[src/rtl/core/hpg_pkg.sv]
// shared types and constants for the hex pixel/grid converter
`default_nettype none
package hpg_pkg;

  localparam int PIX_W   = 24;
  localparam int IDX_W   = 16;
  localparam int SIDE_W  = 16;
  localparam int PITCH_W = 33;
  localparam int DEN_A_W = 18;

  localparam logic [16:0] SQRT3_Q16 = 17'd113512;
  localparam logic [SIDE_W-1:0] SIDE_RESET = 16'd8192;

  localparam logic signed [IDX_W-1:0] IDX_MAX = 16'sh7fff;
  localparam logic signed [IDX_W-1:0] IDX_MIN = -16'sh8000;
  localparam logic signed [PIX_W-1:0] PIX_MAX = 24'sh7fffff;
  localparam logic signed [PIX_W-1:0] PIX_MIN = -24'sh800000;

  typedef enum logic [1:0] {
    REQ_P2G  = 2'd0,
    REQ_G2P  = 2'd1,
    REQ_SNAP = 2'd2,
    REQ_NONE = 2'd3
  } req_t;

  // sideband that rides along the divider
  typedef struct packed {
    req_t                      mode;
    logic                      neg_x;
    logic                      neg_y;
    logic signed [IDX_W-1:0]   gc;
    logic signed [IDX_W-1:0]   gr;
    logic [SIDE_W-1:0]         s;
    logic [PITCH_W-1:0]        pitch;
  } hpg_tag_t;

  // handoff from pixel-to-grid to grid-to-pixel
  typedef struct packed {
    req_t                      mode;
    logic signed [IDX_W-1:0]   col;
    logic signed [IDX_W-1:0]   row;
    logic                      sat;
    logic [SIDE_W-1:0]         s;
    logic [PITCH_W-1:0]        pitch;
  } hpg_mid_t;

endpackage
`default_nettype wire

[src/rtl/core/hpg_g2p.sv]
// grid to pixel: hex centre from column and row, saturation, result select
`default_nettype none
module hpg_g2p (
  input  wire logic                         clk,
  input  wire logic                         rst,
  input  wire logic                         in_valid,
  input  wire hpg_pkg::hpg_mid_t            in_mid,
  output logic                              done,
  output logic signed [hpg_pkg::IDX_W-1:0]  out_col,
  output logic signed [hpg_pkg::IDX_W-1:0]  out_row,
  output logic signed [hpg_pkg::PIX_W-1:0]  out_x,
  output logic signed [hpg_pkg::PIX_W-1:0]  out_y,
  output logic                              saturated
);

  localparam int XPW = 35;
  localparam int YPW = 52;

  logic signed [17:0]    col_e, col3, m;
  logic signed [16:0]    s_sg;
  logic signed [33:0]    pitch_sg;
  logic signed [XPW-1:0] xp_next;
  logic signed [YPW-1:0] yp_next;

  assign col_e    = 18'(in_mid.col);
  assign col3     = (col_e <<< 1) + col_e;
  assign s_sg     = $signed({1'b0, in_mid.s});
  assign pitch_sg = $signed({1'b0, in_mid.pitch});
  // 1 + 2*row + parity, parity of a negative column taken non-negative
  assign m        = 18'sd1 + (18'(in_mid.row) <<< 1) + $signed({17'd0, in_mid.col[0]});
  assign xp_next  = col3 * s_sg;
  assign yp_next  = pitch_sg * m;

  logic                    g_valid;
  hpg_pkg::hpg_mid_t       g_mid;
  logic signed [XPW-1:0]   xp;
  logic signed [YPW-1:0]   yp;

  always_ff @(posedge clk) begin
    if (rst) begin
      g_valid <= 1'b0;
    end else begin
      g_valid <= in_valid;
    end
  end

  always_ff @(posedge clk) begin
    g_mid <= in_mid;
    xp    <= xp_next;
    yp    <= yp_next;
  end

  logic signed [XPW+1:0] x2, xf;
  logic signed [YPW:0]   yf;
  logic                  x_hi, x_lo, y_hi, y_lo, g_sat;
  logic signed [hpg_pkg::PIX_W-1:0] x_cl, y_cl;

  assign x2   = (XPW+2)'(xp) + (XPW+2)'({g_mid.s, 1'b0}) + (XPW+2)'(1);
  assign xf   = x2 >>> 1;
  assign yf   = ((YPW+1)'(yp) + ((YPW+1)'(1) << 16)) >>> 17;
  assign x_hi = xf > (XPW+2)'(hpg_pkg::PIX_MAX);
  assign x_lo = xf < (XPW+2)'(hpg_pkg::PIX_MIN);
  assign y_hi = yf > (YPW+1)'(hpg_pkg::PIX_MAX);
  assign y_lo = yf < (YPW+1)'(hpg_pkg::PIX_MIN);
  assign x_cl = x_hi ? hpg_pkg::PIX_MAX : x_lo ? hpg_pkg::PIX_MIN : hpg_pkg::PIX_W'(xf);
  assign y_cl = y_hi ? hpg_pkg::PIX_MAX : y_lo ? hpg_pkg::PIX_MIN : hpg_pkg::PIX_W'(yf);
  assign g_sat = x_hi | x_lo | y_hi | y_lo;

  always_ff @(posedge clk) begin
    if (rst) begin
      done <= 1'b0;
    end else begin
      done <= g_valid;
    end
  end

  always_ff @(posedge clk) begin
    case (g_mid.mode)
      hpg_pkg::REQ_P2G: begin
        out_col   <= g_mid.col;
        out_row   <= g_mid.row;
        out_x     <= '0;
        out_y     <= '0;
        saturated <= g_mid.sat;
      end
      hpg_pkg::REQ_G2P: begin
        out_col   <= '0;
        out_row   <= '0;
        out_x     <= x_cl;
        out_y     <= y_cl;
        saturated <= g_sat;
      end
      hpg_pkg::REQ_SNAP: begin
        out_col   <= g_mid.col;
        out_row   <= g_mid.row;
        out_x     <= x_cl;
        out_y     <= y_cl;
        saturated <= g_mid.sat | g_sat;
      end
      default: begin
        out_col   <= '0;
        out_row   <= '0;
        out_x     <= '0;
        out_y     <= '0;
        saturated <= 1'b0;
      end
    endcase
  end

endmodule
`default_nettype wire

[config.mk]
export PLATFORM = sky130hd
export DESIGN_NAME = hpg_g2p
export DESIGN_NICKNAME = d
export VERILOG_FILES = /design/src/rtl/core/hpg_pkg.sv /design/src/rtl/core/hpg_g2p.sv
export SDC_FILE = /design/constraint.sdc
export NUM_CORES = 2
export LEC_CHECK = 0
export CAP_MARGIN = 30
export CORE_MARGIN = 1.5
export CORE_UTILIZATION = 50
export DETAILED_ROUTE_END_ITERATION = 7
export DONT_BUFFER_PORTS = 1
export PLACE_DENSITY_LB_ADDON = 0.05
export SLEW_MARGIN = 20
export SYNTH_ARGS = -nofsm -noshare
export SYNTH_HDL_FRONTEND = slang
export SYNTH_SLANG_ARGS = --single-unit
[constraint.sdc]
create_clock -name clk -period 8.1 [get_ports clk]
set_input_delay 0.405 -clock clk [delete_from_list [all_inputs] [get_ports clk]]
set_output_delay 0.405 -clock clk [all_outputs]
set_load 0.05 [all_outputs]
==> results.rst <==
.. list-table::
   :header-rows: 1

   * - Metric
     - Value
   * - Run status
     - finished with violations
   * - Failing checks
     - DRC
   * - Via count of the routed design
     - between 20000 and 30000
   * - Residual antenna-violating net count after detailed routing
     - 0
   * - 1st-iter DRT viols
     - 1055
   * - Number of flops mapped to enable cells by yosys
     - 0
   * - Root Buffer
     - sky130_fd_sc_hd__clkbuf_16
   * - Top routing layer in use
     - met4
   * - Category of the critical setup timing path
     - primary input to flop
   * - Max cap viols
     - 0
   * - Routed met2 length
     - 44100 um
   * - Cell Rows
     - 99
   * - Via count of the first global-routing pass
     - 28235
   * - YS warnings
     - 0
   * - Pin count of the biggest net entering global routing
     - 55
   * - Count of buffers from port buffering
     - 0
   * - Post-synth top area cell
     - sky130_fd_sc_hd__fa_1
   * - Area delta synth->final
     - 7.79%
   * - Max stage delay on crit path
     - 540 ps
   * - Number of nets in the synthesized netlist
     - 5313
   * - Total area of multi-input combinational cells
     - 28700 um2
   * - Arrival time of data at the critical path endpoint
     - approximately 8100 ps
   * - Kind of cell adding the most delay to the critical path
     - adder cells
   * - Critical path endpoint category
     - flop
   * - Routed via count divided by cell count
     - 5.07
   * - Number of DRC violations after detailed routing
     - 2
   * - WP depth
     - 33
   * - Total length of routed wires
     - about 90000 um
   * - Crit path required time
     - 8590 ps
   * - Final cell area excluding filler cells
     - between 40000 and 50000 um2
   * - Final worst path period share
     - 0.941
   * - Aggregate global routing overflow
     - 0
   * - Synth top area share
     - 0.426
   * - Fin crit period
     - between 7000 and 8000 ps
   * - Share of the yosys chip area belonging to registers
     - 0.110
   * - CP max-delay cell
     - sky130_fd_sc_hd__fa_1
   * - Cell variety after synth
     - 77
   * - Worst-margin pin slew
     - 919 ps
   * - Sequential cell area
     - approximately 4000 um2
   * - Total global routing track utilization
     - 0.251
   * - Reg2reg setup slack
     - 4370 ps
   * - Most common cell type on the critical path
     - sky130_fd_sc_hd__fa_1
   * - Final-report setup violation count
     - 0
   * - Worst hold margin
     - 104 ps
   * - Hold Vio Cnt, Final
     - 0
   * - Met3 Routed Length
     - 5020 um
   * - Length of the first detailed-routing pass in iterations
     - 7
   * - Achievable Freq
     - 131 MHz
   * - Post-synth ARST share
     - 0
   * - DIE AREA
     - 76000 um2
   * - Buffers from clock root to sink, at most
     - 3
   * - Commonest cells in the synthesized netlist
     - sky130_fd_sc_hd__inv_1, sky130_fd_sc_hd__fa_1, sky130_fd_sc_hd__nand2_1
   * - Count of fill cells added during filler insertion
     - about 7000
   * - Hold/Removal Path Class
     - primary input to flop
   * - Wire length of the first global-routing pass
     - 149000 um
   * - Top-level I/O count
     - 169
   * - Clock slew at the register clock pins of the worst setup and hold paths
     - 60 ps
   * - Most frequent cell after synthesis
     - sky130_fd_sc_hd__inv_1
   * - Number of H-tree levels
     - 1
   * - Most used flip-flop cell after synthesis
     - sky130_fd_sc_hd__dfxtp_1
   * - Proportion of layout cells with a drive suffix above 1
     - 0.0455
   * - Die height
     - 276 um
   * - Starting Density
     - 0.508
   * - Clock buffers created by TritonCTS
     - 24
   * - Ranking of synthesized cells by area
     - sky130_fd_sc_hd__fa_1, sky130_fd_sc_hd__dfxtp_1, sky130_fd_sc_hd__inv_1
   * - Pins Over Slew Limit
     - 0
   * - DR WL/cell
     - approximately 18 um
   * - Clock tree from TritonCTS
     - yes
   * - Cell area after synthesis
     - 37200 um2
   * - Post-CTS Setup Repair Bufs
     - 0
   * - Width of the die
     - 276 um
   * - Average size of a mapped cell
     - approximately 9.0 um2
   * - Met1 wire length
     - 39300 um
   * - Number of antenna violations at the first check in global routing
     - 4
   * - Crit path max fanout
     - 54
   * - Setup skew after layout
     - around 25 ps
   * - Number of cells traversed by the worst register-to-register path
     - 11
   * - Hold path depth
     - 2
   * - Synthesized instance count
     - 4152
   * - Net total in the final layout
     - 5320
   * - Worst setup SP type
     - primary input
   * - Flip-flop and latch count after synthesis
     - 205
   * - HPWL Detailed
     - 74000 um
   * - CP Buf/Inv Count
     - 5
   * - Area of the core region
     - between 70000 and 80000 um2
   * - Worst slew slack as a fraction of its limit
     - 0.386
   * - Clock sink count
     - about 200
   * - Skew-Pair Late Insertion Delay
     - 570 ps
   * - Placed cell area
     - 38700 um2
   * - Routability cong.
     - 0.846
[area by class of cell]
| class | count | share of cell area |
|---|---|---|
| Clock buffer | 31 | 0.0164 |
| Sequential cell | 205 | 0.102 |
| Multi-Input combinational cell | 2761 | 0.717 |
| Tap cell | 959 | 0.0300 |
| Inverter | 1022 | 0.0958 |
| Clock inverter | 12 | 0.00369 |
| Timing Repair Buffer | 145 | 0.0342 |
| Antenna cell | 2 | 0.000125 |
[state kept, by name, indices dropped and copies added (netlist names)]
register and count:
g_mid 51, yp 36, xp 35, out_x 24, out_y 24, out_col 16
out_row 16, done 1, g_valid 1, saturated 1
[stage by stage]
stage	setup WS (ps)	instances	TNS, ps	utilization
floorplan	126	4152	0	-
global placement	-210	5038	-510	0.529
detailed placement	-277	5039	-973	0.529
CTS	308	5135	0	0.547
global route	-25.5	5135	-54.5	0.547
finish	474	5137	0	0.547
[layer usage]
metal,vias up,GRT usage
li1,12212,-
met1,13178,0.326
met2,538,0.439
met3,91,0.0398
met4,0,0.0559
met5,-,0
[path summary, 6_finish.rpt]
path	start	to
worst max-delay path	in_mid[66]	xp[34]
worst min-delay path	in_mid[33]	xp[1]
worst max register to register	yp[16]	saturated
worst min register to register	g_mid[79]	out_col[13]
[worst register-to-register path: stages, from the launching register on]
cell and delay (ps):
sky130_fd_sc_hd__dfxtp_1 380, sky130_fd_sc_hd__ha_1 260, sky130_fd_sc_hd__inv_1 80, sky130_fd_sc_hd__nor3_2 460, sky130_fd_sc_hd__nand4_1 310, sky130_fd_sc_hd__xnor2_1 210, sky130_fd_sc_hd__nor4_1 240, sky130_fd_sc_hd__a31oi_1 70
sky130_fd_sc_hd__nor4_1 490, sky130_fd_sc_hd__a41oi_2 320, sky130_fd_sc_hd__a21oi_1 620, sky130_fd_sc_hd__a311oi_1 180
[kinds of logic (layout without fill, tap and decap cells)]
group / count (synthesis) / count (layout) / share of synthesized area
compound gates: 314 / 314 / 0.0559
other cells: 0 / 2 / 0
flops: 205 / 205 / 0.110
fa+ha+maj: 1074 / 1074 / 0.521
simple gates: 1222 / 1222 / 0.157
buf+inv: 1186 / 1210 / 0.120
xor+xnor: 151 / 151 / 0.0358
[layout by cell type (no fill, tap or decap), types with 17 or more instances in the layout]
cell,count
sky130_fd_sc_hd__o21ai_0,75
sky130_fd_sc_hd__xnor2_1,77
sky130_fd_sc_hd__o21ai_1,25
sky130_fd_sc_hd__nor2_1,97
sky130_fd_sc_hd__inv_1,1022
sky130_fd_sc_hd__fa_1,790
sky130_fd_sc_hd__ha_1,284
sky130_fd_sc_hd__buf_4,80
sky130_fd_sc_hd__nor2b_1,54
sky130_fd_sc_hd__a21oi_1,70
sky130_fd_sc_hd__clkbuf_16,24
sky130_fd_sc_hd__a21o_1,31
sky130_fd_sc_hd__nand4_1,17
sky130_fd_sc_hd__and2_1,248
sky130_fd_sc_hd__dlygate4sd3_1,53
sky130_fd_sc_hd__nor3_1,26
sky130_fd_sc_hd__xor2_1,59
sky130_fd_sc_hd__dfxtp_1,205
sky130_fd_sc_hd__nand2b_1,45
sky130_fd_sc_hd__nand2_1,620
sky130_fd_sc_hd__nand3_1,53
[timing repair]
item                       CTS  global route
setup endpoints to repair    0             5
hold buffers                53             0
resized for setup            0             4
hold endpoints to repair    54             0
Power is left out: the tool's default activity adds up to more than one toggle a clock period on the data nets, which glitch-free logic cannot reach.
